File: src/rtl/tgtr_pkg.sv
// Package for the tile id to tile rectangle block.
// Holds field widths, codes, controller states and the controller/datapath structs.
// No dependencies.
package tgtr_pkg;

    // Field widths fixed by the item formats.
    localparam int FUNC_W   = 1;
    localparam int SLOT_W   = 3;
    localparam int GID_W    = 24;
    localparam int COLS_W   = 13;
    localparam int TSIZE_W  = 11;
    localparam int CELL_W   = 20;
    localparam int LAYER_W  = 8;
    localparam int TIDX_W   = 3;
    localparam int DX_W     = 22;
    localparam int DY_W     = 31;
    localparam int SX_W     = 22;
    localparam int SY_W     = 34;
    localparam int MAPW_W   = 13;
    localparam int COUNT_W  = 4;

    // Configuration port.
    localparam int APB_ADDR_W = 4;
    localparam int APB_DATA_W = 32;

    // Reset values of the configuration registers.
    localparam logic [MAPW_W-1:0]  MAP_WIDTH_RST = MAPW_W'(1);
    localparam logic [TSIZE_W-1:0] MAP_TILE_RST  = TSIZE_W'(16);
    localparam logic [COUNT_W-1:0] COUNT_RST     = COUNT_W'(1);

    // Item function codes.
    typedef enum logic [FUNC_W-1:0] {
        FUNC_ENTRY = 1'b0,
        FUNC_TILE  = 1'b1
    } func_t;

    // Configuration register indexes (byte address / 4).
    typedef enum logic [1:0] {
        REG_MAP_WIDTH       = 2'd0,
        REG_MAP_TILE_WIDTH  = 2'd1,
        REG_MAP_TILE_HEIGHT = 2'd2,
        REG_TILESET_COUNT   = 2'd3
    } cfg_reg_t;

    // Controller states.
    typedef enum logic [2:0] {
        ST_IDLE,
        ST_SCAN,
        ST_LOAD,
        ST_DIV_START,
        ST_DIV_WAIT,
        ST_MUL,
        ST_FIN
    } ctrl_state_t;

    // Commands from the controller to the datapath.
    typedef struct packed {
        logic in_ready;
        logic scan_step;
        logic load;
        logic div_start;
        logic mul;
        logic fin;
    } ctrl_cmd_t;

    // Status from the datapath to the controller.
    typedef struct packed {
        logic start_tile;
        logic scan_done;
        logic div_busy;
        logic out_free;
    } ctrl_status_t;

endpackage

File: src/rtl/tgtr_in_if.sv
// Input channel interface: valid/ready handshake with the input item fields.
// Depends on tgtr_pkg.
interface tgtr_in_if;
    import tgtr_pkg::*;

    logic               valid;
    logic               ready;
    logic [FUNC_W-1:0]  func;
    logic [SLOT_W-1:0]  tileset_slot;
    logic [GID_W-1:0]   entry_first_gid;
    logic [COLS_W-1:0]  entry_columns;
    logic [TSIZE_W-1:0] entry_tile_width;
    logic [TSIZE_W-1:0] entry_tile_height;
    logic               entry_image_collection;
    logic [GID_W-1:0]   tile_id;
    logic [CELL_W-1:0]  cell_index;
    logic [LAYER_W-1:0] layer_number;
    logic               solid;

    modport source (
        output valid, func, tileset_slot, entry_first_gid, entry_columns,
               entry_tile_width, entry_tile_height, entry_image_collection,
               tile_id, cell_index, layer_number, solid,
        input  ready
    );

    modport sink (
        input  valid, func, tileset_slot, entry_first_gid, entry_columns,
               entry_tile_width, entry_tile_height, entry_image_collection,
               tile_id, cell_index, layer_number, solid,
        output ready
    );
endinterface

File: src/rtl/tgtr_out_if.sv
// Output channel interface: valid/ready handshake with the result item fields.
// Depends on tgtr_pkg.
interface tgtr_out_if;
    import tgtr_pkg::*;

    logic                     valid;
    logic                     ready;
    logic [TIDX_W-1:0]        tileset_index;
    logic [DX_W-1:0]          dst_x;
    logic signed [DY_W-1:0]   dst_y;
    logic [TSIZE_W-1:0]       dst_w;
    logic [TSIZE_W-1:0]       dst_h;
    logic [SX_W-1:0]          src_x;
    logic [SY_W-1:0]          src_y;
    logic [TSIZE_W-1:0]       src_w;
    logic [TSIZE_W-1:0]       src_h;
    logic [LAYER_W-1:0]       layer_out;
    logic                     solid_out;
    logic                     bad_gid;

    modport source (
        output valid, tileset_index, dst_x, dst_y, dst_w, dst_h, src_x, src_y,
               src_w, src_h, layer_out, solid_out, bad_gid,
        input  ready
    );

    modport sink (
        input  valid, tileset_index, dst_x, dst_y, dst_w, dst_h, src_x, src_y,
               src_w, src_h, layer_out, solid_out, bad_gid,
        output ready
    );
endinterface

File: src/rtl/tilemap_gid_to_tile_rects_core.sv
// Top level of the tile id to tile rectangle block: configuration registers,
// controller and datapath. Depends on tgtr_pkg, the channel interfaces, tgtr_ctrl and tgtr_dp.
//
// Entry items (func 0) and blank tiles (id 0) are taken in the idle state and give no result.
// A placed tile walks the table entries, one per cycle, up to the active tileset count to
// find its tileset; the bulk of its work is the 24-step bit-serial divider on the tile id
// offset, which runs alongside the 20-step divider on the cell index. A new item is
// taken the cycle after the result enters the output register, even while that result
// still waits for its transfer. The user must write configuration through the APB port
// only while the block is idle; the block itself does not enforce this. The table resets
// to all zero.
module tilemap_gid_to_tile_rects_core #(
    parameter int MAX_TILESETS = 8
) (
    input  logic                              clk,
    input  logic                              rst_n,
    tgtr_in_if.sink                           tile_in,
    tgtr_out_if.source                        rect_out,
    input  logic                              psel,
    input  logic                              penable,
    input  logic                              pwrite,
    input  logic [tgtr_pkg::APB_ADDR_W-1:0]   paddr,
    input  logic [tgtr_pkg::APB_DATA_W-1:0]   pwdata,
    output logic [tgtr_pkg::APB_DATA_W-1:0]   prdata,
    output logic                              pready
);
    import tgtr_pkg::*;

    logic [MAPW_W-1:0]  map_width_reg;
    logic [TSIZE_W-1:0] map_tile_width_reg;
    logic [TSIZE_W-1:0] map_tile_height_reg;
    logic [COUNT_W-1:0] tileset_count_reg;

    cfg_reg_t           reg_sel;
    logic               cfg_write;
    ctrl_cmd_t          cmd;
    ctrl_status_t       status;

    assign pready    = 1'b1;
    assign reg_sel   = cfg_reg_t'(paddr[3:2]);
    assign cfg_write = psel && penable && pwrite && pready;

    // Configuration register writes.
    always_ff @(posedge clk or negedge rst_n)
    begin
        if (!rst_n)
        begin
            map_width_reg       <= MAP_WIDTH_RST;
            map_tile_width_reg  <= MAP_TILE_RST;
            map_tile_height_reg <= MAP_TILE_RST;
            tileset_count_reg   <= COUNT_RST;
        end
        else if (cfg_write)
        begin
            unique case (reg_sel)
                REG_MAP_WIDTH:       map_width_reg       <= pwdata[MAPW_W-1:0];
                REG_MAP_TILE_WIDTH:  map_tile_width_reg  <= pwdata[TSIZE_W-1:0];
                REG_MAP_TILE_HEIGHT: map_tile_height_reg <= pwdata[TSIZE_W-1:0];
                REG_TILESET_COUNT:   tileset_count_reg   <= pwdata[COUNT_W-1:0];
                default:             map_width_reg       <= map_width_reg;
            endcase
        end
    end

    // Register read-back.
    always_comb
    begin
        unique case (reg_sel)
            REG_MAP_WIDTH:       prdata = APB_DATA_W'(map_width_reg);
            REG_MAP_TILE_WIDTH:  prdata = APB_DATA_W'(map_tile_width_reg);
            REG_MAP_TILE_HEIGHT: prdata = APB_DATA_W'(map_tile_height_reg);
            REG_TILESET_COUNT:   prdata = APB_DATA_W'(tileset_count_reg);
            default:             prdata = '0;
        endcase
    end

    // Controller.
    tgtr_ctrl u_ctrl (
        .clk    (clk),
        .rst_n  (rst_n),
        .status (status),
        .cmd    (cmd)
    );

    // Datapath.
    tgtr_dp #(
        .MAX_TILESETS (MAX_TILESETS)
    ) u_dp (
        .clk             (clk),
        .rst_n           (rst_n),
        .tile_in         (tile_in),
        .rect_out        (rect_out),
        .map_width       (map_width_reg),
        .map_tile_width  (map_tile_width_reg),
        .map_tile_height (map_tile_height_reg),
        .tileset_count   (tileset_count_reg),
        .cmd             (cmd),
        .status          (status)
    );

    // A new result never overwrites one that has not been transferred.
    a_no_overwrite: assert property (@(posedge clk) disable iff (!rst_n)
        cmd.fin |-> (!rect_out.valid || rect_out.ready))
        else $error("result register overwritten before transfer");

    // A placed tile closes the input until its result is loaded.
    a_busy_after_tile: assert property (@(posedge clk) disable iff (!rst_n)
        (cmd.in_ready && status.start_tile) |=> !cmd.in_ready)
        else $error("input open while a tile is in progress");

    // A result only appears after the controller loads it.
    a_valid_from_fin: assert property (@(posedge clk) disable iff (!rst_n)
        $rose(rect_out.valid) |-> $past(cmd.fin))
        else $error("result valid without a load");

    // The products are only taken once both dividers have finished.
    a_mul_after_div: assert property (@(posedge clk) disable iff (!rst_n)
        cmd.mul |-> !status.div_busy)
        else $error("multiply while a division is running");

endmodule

File: src/rtl/tgtr_div.sv
// Restoring bit-serial unsigned divider, one quotient bit per cycle.
// Stand-alone; no package dependency.
module tgtr_div #(
    parameter int DIVIDEND_W = 24,
    parameter int DIVISOR_W  = 13
) (
    input  logic                  clk,
    input  logic                  rst_n,
    input  logic                  start,
    input  logic [DIVIDEND_W-1:0] dividend,
    input  logic [DIVISOR_W-1:0]  divisor,
    output logic                  busy,
    output logic [DIVIDEND_W-1:0] quotient,
    output logic [DIVISOR_W-1:0]  remainder
);

    localparam int CNT_W = $clog2(DIVIDEND_W + 1);

    logic [CNT_W-1:0]      cnt_reg;
    logic                  busy_reg;
    logic [DIVIDEND_W-1:0] quo_reg;
    logic [DIVISOR_W-1:0]  rem_reg;
    logic [DIVISOR_W-1:0]  div_reg;

    logic [DIVISOR_W:0]    rem_shift;
    logic                  fits;
    logic [DIVISOR_W:0]    rem_diff;

    // One restoring step: shift in the next dividend bit and try the subtract.
    always_comb
    begin
        rem_shift = {rem_reg, quo_reg[DIVIDEND_W-1]};
        fits      = rem_shift >= {1'b0, div_reg};
        rem_diff  = rem_shift - {1'b0, div_reg};
    end

    // Step counter and busy flag.
    always_ff @(posedge clk or negedge rst_n)
    begin
        if (!rst_n)
        begin
            busy_reg <= 1'b0;
            cnt_reg  <= '0;
        end
        else if (start)
        begin
            busy_reg <= 1'b1;
            cnt_reg  <= CNT_W'(DIVIDEND_W);
        end
        else if (busy_reg)
        begin
            cnt_reg <= cnt_reg - CNT_W'(1);
            if (cnt_reg == CNT_W'(1))
            begin
                busy_reg <= 1'b0;
            end
        end
    end

    // Partial remainder and quotient shift register.
    always_ff @(posedge clk)
    begin
        if (start)
        begin
            quo_reg <= dividend;
            rem_reg <= '0;
            div_reg <= divisor;
        end
        else if (busy_reg)
        begin
            quo_reg <= {quo_reg[DIVIDEND_W-2:0], fits};
            rem_reg <= fits ? rem_diff[DIVISOR_W-1:0] : rem_shift[DIVISOR_W-1:0];
        end
    end

    assign busy      = busy_reg;
    assign quotient  = quo_reg;
    assign remainder = rem_reg;

endmodule

File: src/rtl/tgtr_ctrl.sv
// Controller state machine: sequences scan, entry load, division, multiply
// and result hand-off. Depends on tgtr_pkg.
module tgtr_ctrl (
    input  logic                  clk,
    input  logic                  rst_n,
    input  tgtr_pkg::ctrl_status_t status,
    output tgtr_pkg::ctrl_cmd_t    cmd
);
    import tgtr_pkg::*;

    ctrl_state_t state_reg;
    ctrl_state_t state_next;

    // State register.
    always_ff @(posedge clk or negedge rst_n)
    begin
        if (!rst_n)
        begin
            state_reg <= ST_IDLE;
        end
        else
        begin
            state_reg <= state_next;
        end
    end

    // Next state.
    always_comb
    begin
        state_next = state_reg;
        unique case (state_reg)
            ST_IDLE:
            begin
                if (status.start_tile)
                begin
                    state_next = ST_SCAN;
                end
            end
            ST_SCAN:
            begin
                if (status.scan_done)
                begin
                    state_next = ST_LOAD;
                end
            end
            ST_LOAD:      state_next = ST_DIV_START;
            ST_DIV_START: state_next = ST_DIV_WAIT;
            ST_DIV_WAIT:
            begin
                if (!status.div_busy)
                begin
                    state_next = ST_MUL;
                end
            end
            ST_MUL:       state_next = ST_FIN;
            ST_FIN:
            begin
                if (status.out_free)
                begin
                    state_next = ST_IDLE;
                end
            end
            default:      state_next = ST_IDLE;
        endcase
    end

    // Command outputs.
    always_comb
    begin
        cmd = '0;
        unique case (state_reg)
            ST_IDLE:      cmd.in_ready  = 1'b1;
            ST_SCAN:      cmd.scan_step = 1'b1;
            ST_LOAD:      cmd.load      = 1'b1;
            ST_DIV_START: cmd.div_start = 1'b1;
            ST_DIV_WAIT:  cmd           = '0;
            ST_MUL:       cmd.mul       = 1'b1;
            ST_FIN:       cmd.fin       = status.out_free;
            default:      cmd           = '0;
        endcase
    end

endmodule

File: src/rtl/tgtr_dp.sv
// Datapath: tileset table, id scan, entry registers, two serial dividers,
// products and the output register. Depends on tgtr_pkg, tgtr_div and the channel interfaces.
module tgtr_dp #(
    parameter int MAX_TILESETS = 8
) (
    input  logic                           clk,
    input  logic                           rst_n,
    tgtr_in_if.sink                        tile_in,
    tgtr_out_if.source                     rect_out,
    input  logic [tgtr_pkg::MAPW_W-1:0]    map_width,
    input  logic [tgtr_pkg::TSIZE_W-1:0]   map_tile_width,
    input  logic [tgtr_pkg::TSIZE_W-1:0]   map_tile_height,
    input  logic [tgtr_pkg::COUNT_W-1:0]   tileset_count,
    input  tgtr_pkg::ctrl_cmd_t            cmd,
    output tgtr_pkg::ctrl_status_t         status
);
    import tgtr_pkg::*;

    localparam int IDX_W = (MAX_TILESETS > 1) ? $clog2(MAX_TILESETS) : 1;

    // Tileset table.
    logic [GID_W-1:0]   first_gid_reg [MAX_TILESETS];
    logic [COLS_W-1:0]  columns_reg   [MAX_TILESETS];
    logic [TSIZE_W-1:0] tile_w_reg    [MAX_TILESETS];
    logic [TSIZE_W-1:0] tile_h_reg    [MAX_TILESETS];
    logic               coll_reg      [MAX_TILESETS];

    // Captured tile item.
    logic [GID_W-1:0]   gid_reg;
    logic [CELL_W-1:0]  cell_reg;
    logic [LAYER_W-1:0] layer_reg;
    logic               solid_reg;

    // Scan state.
    logic [IDX_W-1:0]   idx_reg;
    logic               prev_ge_reg;
    logic [IDX_W-1:0]   sel_reg;
    logic [IDX_W-1:0]   last_idx;

    // Selected entry.
    logic [GID_W-1:0]   n_reg;
    logic               bad_reg;
    logic [COLS_W-1:0]  ent_cols_reg;
    logic [TSIZE_W-1:0] ent_tw_reg;
    logic [TSIZE_W-1:0] ent_th_reg;
    logic               ent_coll_reg;

    // Products.
    logic [DX_W-1:0]    dx_reg;
    logic [DY_W-1:0]    dy_reg;
    logic [SX_W-1:0]    sx_reg;
    logic [SY_W-1:0]    sy_reg;

    // Output register.
    logic               out_valid_reg;
    logic [TIDX_W-1:0]  o_tidx_reg;
    logic [DX_W-1:0]    o_dx_reg;
    logic [DY_W-1:0]    o_dy_reg;
    logic [TSIZE_W-1:0] o_dw_reg;
    logic [TSIZE_W-1:0] o_dh_reg;
    logic [SX_W-1:0]    o_sx_reg;
    logic [SY_W-1:0]    o_sy_reg;
    logic [TSIZE_W-1:0] o_sw_reg;
    logic [TSIZE_W-1:0] o_sh_reg;
    logic [LAYER_W-1:0] o_layer_reg;
    logic               o_solid_reg;
    logic               o_bad_reg;

    logic               accept;
    logic [IDX_W-1:0]   rd_idx;
    logic [GID_W-1:0]   rd_first;
    logic               cur_ge;
    logic               pair_hit;
    logic               at_last;
    logic [MAPW_W-1:0]  map_w_eff;
    logic [COLS_W-1:0]  rd_cols_eff;
    logic               div_c_busy;
    logic               div_n_busy;
    logic [CELL_W-1:0]  quo_c;
    logic [MAPW_W-1:0]  rem_c;
    logic [GID_W-1:0]   quo_n;
    logic [COLS_W-1:0]  rem_n;
    logic [23:0]        dx_full;
    logic [DY_W-1:0]    dy_full;
    logic [23:0]        sx_full;
    logic [34:0]        sy_full;
    logic [DY_W-1:0]    dy_adj;

    assign accept       = tile_in.valid && cmd.in_ready;
    assign tile_in.ready = cmd.in_ready;

    // Last entry index in use, with a zero count taken as one.
    always_comb
    begin
        if (tileset_count == '0)
        begin
            last_idx = '0;
        end
        else if (int'(tileset_count) > MAX_TILESETS)
        begin
            last_idx = IDX_W'(MAX_TILESETS - 1);
        end
        else
        begin
            last_idx = IDX_W'(int'(tileset_count) - 1);
        end
    end

    // Table write from entry items; slots past the table are dropped.
    always_ff @(posedge clk or negedge rst_n)
    begin
        if (!rst_n)
        begin
            for (int k = 0; k < MAX_TILESETS; k++)
            begin
                first_gid_reg[k] <= '0;
                columns_reg[k]   <= '0;
                tile_w_reg[k]    <= '0;
                tile_h_reg[k]    <= '0;
                coll_reg[k]      <= 1'b0;
            end
        end
        else if (accept && tile_in.func == FUNC_ENTRY)
        begin
            for (int k = 0; k < MAX_TILESETS; k++)
            begin
                if (int'(tile_in.tileset_slot) == k)
                begin
                    first_gid_reg[k] <= tile_in.entry_first_gid;
                    columns_reg[k]   <= tile_in.entry_columns;
                    tile_w_reg[k]    <= tile_in.entry_tile_width;
                    tile_h_reg[k]    <= tile_in.entry_tile_height;
                    coll_reg[k]      <= tile_in.entry_image_collection;
                end
            end
        end
    end

    // Single table read port: the scan index, or the chosen entry during load.
    always_comb
    begin
        rd_idx      = cmd.load ? sel_reg : idx_reg;
        rd_first    = first_gid_reg[rd_idx];
        rd_cols_eff = (columns_reg[rd_idx] == '0) ? COLS_W'(1) : columns_reg[rd_idx];
        map_w_eff   = (map_width == '0) ? MAPW_W'(1) : map_width;
    end

    // Scan decision: the previous entry owns the id when it lies in its span.
    always_comb
    begin
        cur_ge   = gid_reg >= rd_first;
        pair_hit = (idx_reg != '0) && prev_ge_reg && !cur_ge;
        at_last  = idx_reg == last_idx;
    end

    // Scan index, capture of the tile item.
    always_ff @(posedge clk)
    begin
        if (accept)
        begin
            gid_reg   <= tile_in.tile_id;
            cell_reg  <= tile_in.cell_index;
            layer_reg <= tile_in.layer_number;
            solid_reg <= tile_in.solid;
            idx_reg   <= '0;
        end
        else if (cmd.scan_step)
        begin
            if (pair_hit)
            begin
                sel_reg <= idx_reg - IDX_W'(1);
            end
            else if (at_last)
            begin
                sel_reg <= idx_reg;
            end
            else
            begin
                idx_reg     <= idx_reg + IDX_W'(1);
                prev_ge_reg <= cur_ge;
            end
        end
    end

    // Load the chosen entry and the id offset within it.
    always_ff @(posedge clk)
    begin
        if (cmd.load)
        begin
            n_reg        <= gid_reg - rd_first;
            bad_reg      <= !cur_ge;
            ent_cols_reg <= rd_cols_eff;
            ent_tw_reg   <= tile_w_reg[rd_idx];
            ent_th_reg   <= tile_h_reg[rd_idx];
            ent_coll_reg <= coll_reg[rd_idx];
        end
    end

    // Cell index over map width.
    tgtr_div #(
        .DIVIDEND_W (CELL_W),
        .DIVISOR_W  (MAPW_W)
    ) u_div_cell (
        .clk       (clk),
        .rst_n     (rst_n),
        .start     (cmd.div_start),
        .dividend  (cell_reg),
        .divisor   (map_w_eff),
        .busy      (div_c_busy),
        .quotient  (quo_c),
        .remainder (rem_c)
    );

    // Id offset over tileset columns.
    tgtr_div #(
        .DIVIDEND_W (GID_W),
        .DIVISOR_W  (COLS_W)
    ) u_div_gid (
        .clk       (clk),
        .rst_n     (rst_n),
        .start     (cmd.div_start),
        .dividend  (n_reg),
        .divisor   (ent_cols_reg),
        .busy      (div_n_busy),
        .quotient  (quo_n),
        .remainder (rem_n)
    );

    // Pixel products, each a single narrow multiply.
    always_comb
    begin
        dx_full = 24'(rem_c) * 24'(map_tile_width);
        dy_full = DY_W'(quo_c) * DY_W'(map_tile_height);
        sx_full = 24'(rem_n) * 24'(ent_tw_reg);
        sy_full = 35'(quo_n) * 35'(ent_th_reg);
    end

    always_ff @(posedge clk)
    begin
        if (cmd.mul)
        begin
            dx_reg <= dx_full[DX_W-1:0];
            dy_reg <= dy_full;
            sx_reg <= sx_full[SX_W-1:0];
            sy_reg <= sy_full[SY_W-1:0];
        end
    end

    // Image-collection tiles sit higher by the tile height difference.
    always_comb
    begin
        if (ent_coll_reg)
        begin
            dy_adj = dy_reg + DY_W'(map_tile_height) - DY_W'(ent_th_reg);
        end
        else
        begin
            dy_adj = dy_reg;
        end
    end

    // Output register valid flag.
    always_ff @(posedge clk or negedge rst_n)
    begin
        if (!rst_n)
        begin
            out_valid_reg <= 1'b0;
        end
        else if (cmd.fin)
        begin
            out_valid_reg <= 1'b1;
        end
        else if (rect_out.ready)
        begin
            out_valid_reg <= 1'b0;
        end
    end

    // Output register payload.
    always_ff @(posedge clk)
    begin
        if (cmd.fin)
        begin
            o_tidx_reg  <= TIDX_W'(sel_reg);
            o_dx_reg    <= dx_reg;
            o_dy_reg    <= dy_adj;
            o_dw_reg    <= map_tile_width;
            o_dh_reg    <= map_tile_height;
            o_sx_reg    <= bad_reg ? '0 : sx_reg;
            o_sy_reg    <= bad_reg ? '0 : sy_reg;
            o_sw_reg    <= ent_tw_reg;
            o_sh_reg    <= ent_th_reg;
            o_layer_reg <= layer_reg;
            o_solid_reg <= solid_reg;
            o_bad_reg   <= bad_reg;
        end
    end

    assign rect_out.valid         = out_valid_reg;
    assign rect_out.tileset_index = o_tidx_reg;
    assign rect_out.dst_x         = o_dx_reg;
    assign rect_out.dst_y         = o_dy_reg;
    assign rect_out.dst_w         = o_dw_reg;
    assign rect_out.dst_h         = o_dh_reg;
    assign rect_out.src_x         = o_sx_reg;
    assign rect_out.src_y         = o_sy_reg;
    assign rect_out.src_w         = o_sw_reg;
    assign rect_out.src_h         = o_sh_reg;
    assign rect_out.layer_out     = o_layer_reg;
    assign rect_out.solid_out     = o_solid_reg;
    assign rect_out.bad_gid       = o_bad_reg;

    // Status back to the controller.
    always_comb
    begin
        status.start_tile = tile_in.valid && tile_in.func == FUNC_TILE
                            && tile_in.tile_id != '0;
        status.scan_done  = pair_hit || at_last;
        status.div_busy   = div_c_busy || div_n_busy;
        status.out_free   = !out_valid_reg || rect_out.ready;
    end

endmodule
File: src/flat_wrapper.sv
// flat-port wrapper written by rule: the top's interface ports become plain ports
module tilemap_gid_to_tile_rects_core_flat import tgtr_pkg::*;
#(
    parameter int MAX_TILESETS = 8
)
  (clk, rst_n, psel, penable, pwrite, paddr, pwdata, prdata, pready, tile_in_valid, tile_in_func, tile_in_tileset_slot, tile_in_entry_first_gid, tile_in_entry_columns, tile_in_entry_tile_width, tile_in_entry_tile_height, tile_in_entry_image_collection, tile_in_tile_id, tile_in_cell_index, tile_in_layer_number, tile_in_solid, tile_in_ready, rect_out_valid, rect_out_tileset_index, rect_out_dst_x, rect_out_dst_y, rect_out_dst_w, rect_out_dst_h, rect_out_src_x, rect_out_src_y, rect_out_src_w, rect_out_src_h, rect_out_layer_out, rect_out_solid_out, rect_out_bad_gid, rect_out_ready);
  tgtr_in_if tile_in_i ();
  tgtr_out_if rect_out_i ();
  input  logic clk;
  input  logic rst_n;
  input  logic psel;
  input  logic penable;
  input  logic pwrite;
  input  logic [tgtr_pkg::APB_ADDR_W-1:0] paddr;
  input  logic [tgtr_pkg::APB_DATA_W-1:0] pwdata;
  output logic [tgtr_pkg::APB_DATA_W-1:0] prdata;
  output logic pready;
  input wire logic [$bits(tile_in_i.valid)-1:0] tile_in_valid;
  input wire logic [$bits(tile_in_i.func)-1:0] tile_in_func;
  input wire logic [$bits(tile_in_i.tileset_slot)-1:0] tile_in_tileset_slot;
  input wire logic [$bits(tile_in_i.entry_first_gid)-1:0] tile_in_entry_first_gid;
  input wire logic [$bits(tile_in_i.entry_columns)-1:0] tile_in_entry_columns;
  input wire logic [$bits(tile_in_i.entry_tile_width)-1:0] tile_in_entry_tile_width;
  input wire logic [$bits(tile_in_i.entry_tile_height)-1:0] tile_in_entry_tile_height;
  input wire logic [$bits(tile_in_i.entry_image_collection)-1:0] tile_in_entry_image_collection;
  input wire logic [$bits(tile_in_i.tile_id)-1:0] tile_in_tile_id;
  input wire logic [$bits(tile_in_i.cell_index)-1:0] tile_in_cell_index;
  input wire logic [$bits(tile_in_i.layer_number)-1:0] tile_in_layer_number;
  input wire logic [$bits(tile_in_i.solid)-1:0] tile_in_solid;
  output wire logic [$bits(tile_in_i.ready)-1:0] tile_in_ready;
  output wire logic [$bits(rect_out_i.valid)-1:0] rect_out_valid;
  output wire logic [$bits(rect_out_i.tileset_index)-1:0] rect_out_tileset_index;
  output wire logic [$bits(rect_out_i.dst_x)-1:0] rect_out_dst_x;
  output wire logic [$bits(rect_out_i.dst_y)-1:0] rect_out_dst_y;
  output wire logic [$bits(rect_out_i.dst_w)-1:0] rect_out_dst_w;
  output wire logic [$bits(rect_out_i.dst_h)-1:0] rect_out_dst_h;
  output wire logic [$bits(rect_out_i.src_x)-1:0] rect_out_src_x;
  output wire logic [$bits(rect_out_i.src_y)-1:0] rect_out_src_y;
  output wire logic [$bits(rect_out_i.src_w)-1:0] rect_out_src_w;
  output wire logic [$bits(rect_out_i.src_h)-1:0] rect_out_src_h;
  output wire logic [$bits(rect_out_i.layer_out)-1:0] rect_out_layer_out;
  output wire logic [$bits(rect_out_i.solid_out)-1:0] rect_out_solid_out;
  output wire logic [$bits(rect_out_i.bad_gid)-1:0] rect_out_bad_gid;
  input wire logic [$bits(rect_out_i.ready)-1:0] rect_out_ready;
  assign tile_in_i.valid = tile_in_valid;
  assign tile_in_i.func = tile_in_func;
  assign tile_in_i.tileset_slot = tile_in_tileset_slot;
  assign tile_in_i.entry_first_gid = tile_in_entry_first_gid;
  assign tile_in_i.entry_columns = tile_in_entry_columns;
  assign tile_in_i.entry_tile_width = tile_in_entry_tile_width;
  assign tile_in_i.entry_tile_height = tile_in_entry_tile_height;
  assign tile_in_i.entry_image_collection = tile_in_entry_image_collection;
  assign tile_in_i.tile_id = tile_in_tile_id;
  assign tile_in_i.cell_index = tile_in_cell_index;
  assign tile_in_i.layer_number = tile_in_layer_number;
  assign tile_in_i.solid = tile_in_solid;
  assign tile_in_ready = tile_in_i.ready;
  assign rect_out_valid = rect_out_i.valid;
  assign rect_out_tileset_index = rect_out_i.tileset_index;
  assign rect_out_dst_x = rect_out_i.dst_x;
  assign rect_out_dst_y = rect_out_i.dst_y;
  assign rect_out_dst_w = rect_out_i.dst_w;
  assign rect_out_dst_h = rect_out_i.dst_h;
  assign rect_out_src_x = rect_out_i.src_x;
  assign rect_out_src_y = rect_out_i.src_y;
  assign rect_out_src_w = rect_out_i.src_w;
  assign rect_out_src_h = rect_out_i.src_h;
  assign rect_out_layer_out = rect_out_i.layer_out;
  assign rect_out_solid_out = rect_out_i.solid_out;
  assign rect_out_bad_gid = rect_out_i.bad_gid;
  assign rect_out_i.ready = rect_out_ready;
  tilemap_gid_to_tile_rects_core #(.MAX_TILESETS(MAX_TILESETS)) u_core (.clk(clk), .rst_n(rst_n), .tile_in(tile_in_i), .rect_out(rect_out_i), .psel(psel), .penable(penable), .pwrite(pwrite), .paddr(paddr), .pwdata(pwdata), .prdata(prdata), .pready(pready));
endmodule
File: config.mk
export PLATFORM = sky130hd
export DESIGN_NAME = tilemap_gid_to_tile_rects_core_flat
export DESIGN_NICKNAME = d
export VERILOG_FILES = /design/src/rtl/tgtr_pkg.sv /design/src/rtl/tgtr_in_if.sv /design/src/rtl/tgtr_out_if.sv /design/src/rtl/tilemap_gid_to_tile_rects_core.sv /design/src/rtl/tgtr_div.sv /design/src/rtl/tgtr_ctrl.sv /design/src/rtl/tgtr_dp.sv /design/src/flat_wrapper.sv
export SDC_FILE = /design/constraint.sdc
export NUM_CORES = 2
export LEC_CHECK = 0
export ABC_CLOCK_PERIOD_IN_PS = 14400
export BUFFER_PORTS_ARGS = -buffer_cell sky130_fd_sc_hd__buf_2
export CORE_MARGIN = 2
export CORE_UTILIZATION = 30
export DETAILED_ROUTE_END_ITERATION = 7
export GPL_ROUTABILITY_DRIVEN = 0
export PLACE_DENSITY = 0.49
export SYNTH_ARGS = -nofsm -noshare
export SYNTH_HDL_FRONTEND = slang
export SYNTH_SLANG_ARGS = --single-unit
File: constraint.sdc
create_clock -name clk -period 14.4 [get_ports clk]
set_input_delay 1.44 -clock clk [delete_from_list [all_inputs] [get_ports clk]]
set_output_delay 1.44 -clock clk [all_outputs]
set_load 0.1 [all_outputs]
Yosys cells after proc, flatten, opt, wreduce, memory -nomap -nowiden
Index checks and enable logic that the tools add are counted. W data, S select, Z words.

$add $sub $neg: 10. $mul: 4. Div/mod/pow operators: 0. $lt $le $gt $ge: 5. Eq/ne operators: 23. Shift operators: 0. Multiplexer cells: 51. Bitwise logic cells: 5. Reductions and logical operators: 41.

Operators with widths (count): $pmux W32 S4 (1); $mux W24 (4); $bmux W24 S3 (1); $bmux W11 S3 (2); $mux W13 (4); $mul A13 B11 Y22 (2); $mux W11 (4); $mux W20 (2); $bmux W13 S3 (1); $mul A24 B11 Y34 (1); $add A31 B11 Y31 (1); $mul A20 B11 Y31 (1); $mux W31 (1); $sub A31 B11 Y31 (1); $ge A14 B13 Y1 (2); $mux W3 (9); $logic_not A13 Y1 (2); $sub A13 B13 Y13 (2); $ge A24 B24 Y1 (1); $reduce_and A2 Y1 (12); $reduce_bool A24 Y1 (1); $sub A24 B24 Y24 (1); $eq A3 B3 Y1 const B (7); $pmux W3 S7 (1); other kinds (28) (75).

Register bits after elaboration: 1027. Bits in latches: 0. Memory bits (writable): 0. Memory bits (read-only): 0. Input bits: 160. Output and inout port bits: 201. Logic and storage cells: 224. Memories kept: 0.

Longest topological paths before layout
Depth after elaboration: 13. Mapped depth: 23. Mapped depth without buffers: 21.

By module
From an unflattened synthesis, not the netlist that was laid out.

Cell total of the unflattened synthesis: 5899. Area, all modules: 69369.0 sq um.

By module, submodules not included: tgtr_dp (instances 1, cells each 5210, area an instance 61226.2 sq um, seq. area each 23897.9 sq um); tgtr_div at u_core.u_dp.u_div_gid (instances 1, cells each 267, area an instance 3079.2 sq um, seq. area each 1521.5 sq um); tgtr_div at u_core.u_dp.u_div_cell (instances 1, cells each 257, area an instance 2865.2 sq um, seq. area each 1401.3 sq um); tilemap_gid_to_tile_rects_core (instances 1, cells each 142, area an instance 1946.9 sq um, seq. area each 980.9 sq um); tgtr_ctrl (instances 1, cells each 23, area an instance 251.5 sq um, seq. area each 75.1 sq um).

Worst setup path before layout
No wires, ideal clock.

Path kind: input-to-reg. From: input port rect_out_ready. To: register u_core.u_dp.o_bad_reg, in the netlist u_core.u_dp.rect_out.bad_gid (enable). Library setup time: 0.713 ns. Data arrival time: 8.881 ns. Required time: 13.687 ns. Slack: 4.806 ns. Cell stages on the path: 2. Buffers on the path: 0. Path through: nand2b_1 -> nor2b_1.

RTL lines: start: declaration (line flat_wrapper.sv:44) `input wire logic [$bits(rect_out_i.ready)-1:0] rect_out_ready;`; end signal: assignment (line tgtr_dp.sv:295) `o_bad_reg <= bad_reg;`; end: declaration (line tgtr_dp.sv:67) `logic o_bad_reg;`.

Final worst setup path
From: register u_core.u_ctrl.state_reg[1]. To: register u_core.u_dp.idx_reg[2].

Longest elaborated chain between the ends: 12. Elaborated cells on any way between the ends: 17. Those cells by class: order compare: 1; eq/ne: 2; mux: 7; bitwise: 2; reduce/logical: 5.

RTL lines: start: declaration (line tgtr_ctrl.sv:11) `ctrl_state_t state_reg;`; start signal: assignment (line tgtr_ctrl.sv:23) `state_reg <= state_next;`; $eq A3 B2 Y1 (line tgtr_ctrl.sv:71) `unique case (state_reg)`; $mux W1 (line tgtr_ctrl.sv:71); $mux W3 (line tgtr_dp.sv:142) `rd_idx = cmd.load ? sel_reg : idx_reg;`; $not A3 Y4 (implied by the code) (line tgtr_dp.sv:143) `rd_first = first_gid_reg[rd_idx];`; $bmux W24 S3 (line tgtr_dp.sv:143); $mux W24 (implied by the code) (2 in series) (line tgtr_dp.sv:143); $ge A24 B24 Y1 (line tgtr_dp.sv:151) `cur_ge = gid_reg >= rd_first;`; $logic_not A1 Y1 (line tgtr_dp.sv:152) `pair_hit = (idx_reg != '0) && prev_ge_reg && !cur_ge;`; $logic_and A1 B1 Y1 (line tgtr_dp.sv:152); $not A1 Y1 (no source line); $reduce_and A3 Y1 (no source line); end signal: assignment (line tgtr_dp.sv:179) `idx_reg <= idx_reg + IDX_W'(1);`; end: declaration (line tgtr_dp.sv:35) `logic [IDX_W-1:0] idx_reg;`.

Several ways; a longest one is shown, not always the timed one. The select of a mux whose other input is x is not followed. A chain may end at the register's enable or synchronous reset.

==> summary.md <==
The number of detailed-route iterations in the first pass is 6, and the effective utilization at floorplan is 30.18%. The capturing element type of the critical path is a flop. The path class of the tightest hold or removal check is reg -> reg.

Global routing used 16.18% of the available tracks across all layers. After synthesis, the share of flip-flops with an asynchronous set or reset is 52.09%. Beginning of the critical path: u_core.u_ctrl.state_reg[1]. The final route contains 47200 vias. The worst register-to-register path begins at u_core.u_ctrl.state_reg[1].

The run finished with clean final reports. Measured against its own limit, the worst slew margin works out to 15.31%. Timing would allow up to 0.1318 GHz.

The layer with the highest usage after global routing was met2. For the worst-skew pair, the clock arrives at the later sink with an insertion delay of 820 ps. Setup violations remaining at the end of the flow were counted as 0. Gates resized during post-CTS repair numbered 0. The tools report the max-cap violation count as 0. The largest total area in the synthesized netlist belongs to sky130_fd_sc_hd__edfxtp_1.

The detailed-route wire length per cell is 19.40 um, and the total CTS buffers is 120. Clock tree synthesis found a total of 1027 sinks. For the pin with the worst max-slew slack, the measured transition is 1268 ps. The max-slew violation count is 0.

Across the routed clock network, the largest skew measured is 81.63 ps. The routing usage on met1 came out at 21.81%. The setup path with the least slack is of type reg -> reg. The part of the Yosys area used for sequential elements came out at 40.14%. For this run, the leading register cell type out of synthesis is sky130_fd_sc_hd__dfrtp_1. Dividing the detail-routed via count by the number of cells gives 4.796. The run gives 0 as the number of hold violations in the final report. The share of the cycle needed by the critical path after routing is 52.67%, and the H-tree depth is 3. After detailed routing, the number of remaining DRC violations is 0. The startpoint class of the critical path was a flop.

Via count of the first global-routing pass: 49020. In this run, distinct cell masters in the synthesized netlist total 80. In the synthesized netlist, the number of instances is 6542. The number of antenna violations at the first check in global routing was 53; the die area was 235400 um^2. In this run the post-CTS setup repair buffer count came out at 0. A synthesized cell averages 10.62 um^2. The tools report the startpoint of the lowest-slack hold path as u_core.u_dp.dx_reg[3]. Detailed placement ended at an HPWL of 133600 um. After floorplanning, the core was divided into 176 placement rows.

The register with the most flip-flops in the layout has 192 of them. At the worst endpoint, the required time is 15120 ps. For met2 alone, demand over resource in global routing was 26.11%.

The first global-routing pass estimated 295800 um of wire. Of the cells placed in the final design, the portion with a size suffix greater than 1 is 16.91%. Counting along the longest clock path gives a buffer depth of 3. The number of nets with antenna violations after detailed routing is 0, and the biggest fanout along the worst timing path is 155. The run gives 190900 um as the overall routed net length.

361 I/O pins were placed. The area of the mapped netlist is 69450 um^2. The logs give 0 for the number of warnings reported in the yosys synthesis log and 8310 ps for the arrival time of data at the critical path endpoint.

The final total negative setup slack is 0 ps. In the global route stage, met3 resource usage came out at 2.708%. Placeable core region: 230100 um^2. TritonCTS built the clock tree. For the post-layout net count, the log shows 7755.

The die extent in y is 485.1 um, and the largest net degree at the start of global routing is 156. Global routing finished with a remaining overflow of 0. Setup repair after global routing left no endpoint under its margin. Hold repair after CTS inserted 0 buffers. The layout overhead on the synthesized area was 12.65%. Measured along the x axis, the die boundary spans 485.1 um. During placement, the flow inserted port buffers numbering 319.

The worst path needs 7585 ps of the cycle, external delays included. After synthesis, the largest area contributor takes up 20.02% of total cell area. Counting flops with a built-in enable in the synthesized netlist gives 463.

The DRC marker count from the first detailed-route iteration was 2763. Sorting the synthesized cells by area gives the leading types as sky130_fd_sc_hd__edfxtp_1 (20%), sky130_fd_sc_hd__dfrtp_1 (19%), sky130_fd_sc_hd__fa_1 (16%), sky130_fd_sc_hd__mux2_2 (8.4%), sky130_fd_sc_hd__nand2_1 (6.6%). The cell sitting at the root of the clock tree is a sky130_fd_sc_hd__clkbuf_16. After synthesis the netlist holds a flip-flop and latch count of 1027. After clock tree synthesis, the clock-pin slew on the worst setup and hold paths is 60 ps.
-- cells by family after synthesis --
kind of cell / count (synthesis) / share of synthesized area, %
other: 2 / 0.01081
flip-flops: 1027 / 40.14
multiplexers: 558 / 9.048
XOR/XNOR: 169 / 2.131
AO/OA/AOI/OAI: 569 / 5.434
adder cells (fa/ha/maj): 899 / 22.31
AND/OR/NAND/NOR: 2225 / 14.77
buffers and inverters: 1093 / 6.158
-- critical path, stage by stage, from the launching register on --
cell and delay [ps]:
sky130_fd_sc_hd__dfrtp_1 550, sky130_fd_sc_hd__nor3b_2 540, sky130_fd_sc_hd__buf_4 580, sky130_fd_sc_hd__mux2i_4 860, sky130_fd_sc_hd__buf_12 620, sky130_fd_sc_hd__buf_4 660, sky130_fd_sc_hd__nand2_1 100, sky130_fd_sc_hd__and3_1 180
sky130_fd_sc_hd__a311oi_1 290, sky130_fd_sc_hd__a31oi_1 180, sky130_fd_sc_hd__ha_1 480, sky130_fd_sc_hd__nor2b_1 130, sky130_fd_sc_hd__o21ai_0 110, sky130_fd_sc_hd__a21o_1 220, sky130_fd_sc_hd__a21oi_1 390, sky130_fd_sc_hd__nor2_1 150
sky130_fd_sc_hd__o211ai_1 290, sky130_fd_sc_hd__nand4_1 360, sky130_fd_sc_hd__or3_1 430, sky130_fd_sc_hd__a21oi_1 150
-- cells in the mapped netlist (18+ instances only) --
cell / number
sky130_fd_sc_hd__and3_1: 49
sky130_fd_sc_hd__xor2_1: 55
sky130_fd_sc_hd__nand2b_1: 22
sky130_fd_sc_hd__or3_1: 24
sky130_fd_sc_hd__o21ai_0: 115
sky130_fd_sc_hd__mux2_2: 515
sky130_fd_sc_hd__nand4_1: 20
sky130_fd_sc_hd__nor2b_1: 80
sky130_fd_sc_hd__a21o_1: 84
sky130_fd_sc_hd__fa_1: 565
sky130_fd_sc_hd__nand3_1: 277
sky130_fd_sc_hd__dfrtp_1: 531
sky130_fd_sc_hd__mux2i_1: 38
sky130_fd_sc_hd__o21bai_1: 18
sky130_fd_sc_hd__nor2_1: 122
sky130_fd_sc_hd__a311oi_1: 29
sky130_fd_sc_hd__buf_2: 73
sky130_fd_sc_hd__nand2_1: 1214
sky130_fd_sc_hd__ha_1: 334
sky130_fd_sc_hd__and2_1: 306
sky130_fd_sc_hd__dfxtp_1: 29
sky130_fd_sc_hd__buf_4: 22
sky130_fd_sc_hd__inv_1: 722
sky130_fd_sc_hd__a21oi_1: 152
sky130_fd_sc_hd__a31oi_1: 33
sky130_fd_sc_hd__nor4_1: 20
sky130_fd_sc_hd__clkbuf_1: 242
sky130_fd_sc_hd__nor3_1: 47
sky130_fd_sc_hd__buf_1: 33
sky130_fd_sc_hd__xnor2_1: 114
sky130_fd_sc_hd__edfxtp_1: 463
-- per-layer routing --
layer	part of all wire, %	routed length, um	vias to the layer above
met3	4.5	8670	301
met1	46	86960	24130
met2	46	88760	923
li1	-	-	21820
met4	3.3	6355	28
met5	0.096	183	-
-- cell usage in the layout (no fill, tap or decap), types with 17 or more instances in the layout --
master | synthesis | routed
sky130_fd_sc_hd__nand3_1 | 277 | 276
sky130_fd_sc_hd__inv_1 | 722 | 720
sky130_fd_sc_hd__edfxtp_1 | 463 | 463
sky130_fd_sc_hd__ha_1 | 334 | 334
sky130_fd_sc_hd__a21oi_1 | 152 | 151
sky130_fd_sc_hd__o21bai_1 | 18 | 18
sky130_fd_sc_hd__mux2_2 | 515 | 514
sky130_fd_sc_hd__nand2_1 | 1214 | 1213
sky130_fd_sc_hd__clkbuf_1 | 242 | 24
sky130_fd_sc_hd__clkbuf_16 | 0 | 121
sky130_fd_sc_hd__nor2b_1 | 80 | 79
sky130_fd_sc_hd__and3_1 | 49 | 48
sky130_fd_sc_hd__buf_4 | 22 | 63
sky130_fd_sc_hd__a311oi_1 | 29 | 29
sky130_fd_sc_hd__fa_1 | 565 | 565
sky130_fd_sc_hd__nor4_1 | 20 | 19
sky130_fd_sc_hd__buf_2 | 73 | 318
sky130_fd_sc_hd__o21ai_0 | 115 | 115
sky130_fd_sc_hd__or3_1 | 24 | 24
sky130_fd_sc_hd__a31oi_1 | 33 | 33
sky130_fd_sc_hd__dfrtp_1 | 531 | 531
sky130_fd_sc_hd__and2_1 | 306 | 306
sky130_fd_sc_hd__dfxtp_1 | 29 | 29
sky130_fd_sc_hd__nand4_1 | 20 | 20
sky130_fd_sc_hd__nor3_1 | 47 | 46
sky130_fd_sc_hd__mux2i_1 | 38 | 37
sky130_fd_sc_hd__xnor2_1 | 114 | 114
sky130_fd_sc_hd__a21o_1 | 84 | 83
sky130_fd_sc_hd__conb_1 | 2 | 20
sky130_fd_sc_hd__nand2b_1 | 22 | 22
sky130_fd_sc_hd__o21a_1 | 17 | 17
sky130_fd_sc_hd__xor2_1 | 55 | 55
sky130_fd_sc_hd__clkinv_2 | 0 | 24
sky130_fd_sc_hd__nor2_1 | 122 | 120
-- final timing paths --
kind / depth (start not counted) / slack, ps / end
worst min-delay path: 0 / 380 / u_core.u_dp.rect_out.dst_x[3]
worst max register to register: 19 / 6820 / u_core.u_dp.idx_reg[2]
max in group asynchronous: 3 / 11270 / u_core.u_dp.tile_w_reg[24]
worst max-delay path: 19 / 6820 / u_core.u_dp.idx_reg[2]
worst min register to register: 0 / 380 / u_core.u_dp.rect_out.dst_x[3]
min in group asynchronous: 1 / 680 / u_core.u_dp.first_gid_reg[87]
-- per-stage QoR --
stage                     utilization (%)  setup slack (ps)  hold slack (ps)  instance area [um^2]  std cells
after floorplan                         -              4806            400.3                 69510       6560
after global placement              32.15              6873            400.6                 73990       9600
after detailed placement            32.15              6811            404.5                 73990       9600
after CTS                           33.98              6809            390.2                 78190       9828
after global routing                33.99              6209            409.8                 78220       9840
final                               33.99              6815            384.6                 78230       9842
-- area by class of cell --
class,count,area [um^2]
Fill cell,23170,151900
Tap cell,3026,3786
Inverter,723,2716
Clock inverter,72,933.4
Sequential cell,1027,27880
Antenna cell,14,35.03
Multi-Input combinational cell,4440,37490
Timing Repair Buffer,384,2120
Clock buffer,156,3269
Power is left out: the tool's default activity adds up to more than one toggle a clock period on the data nets, which glitch-free logic cannot reach.
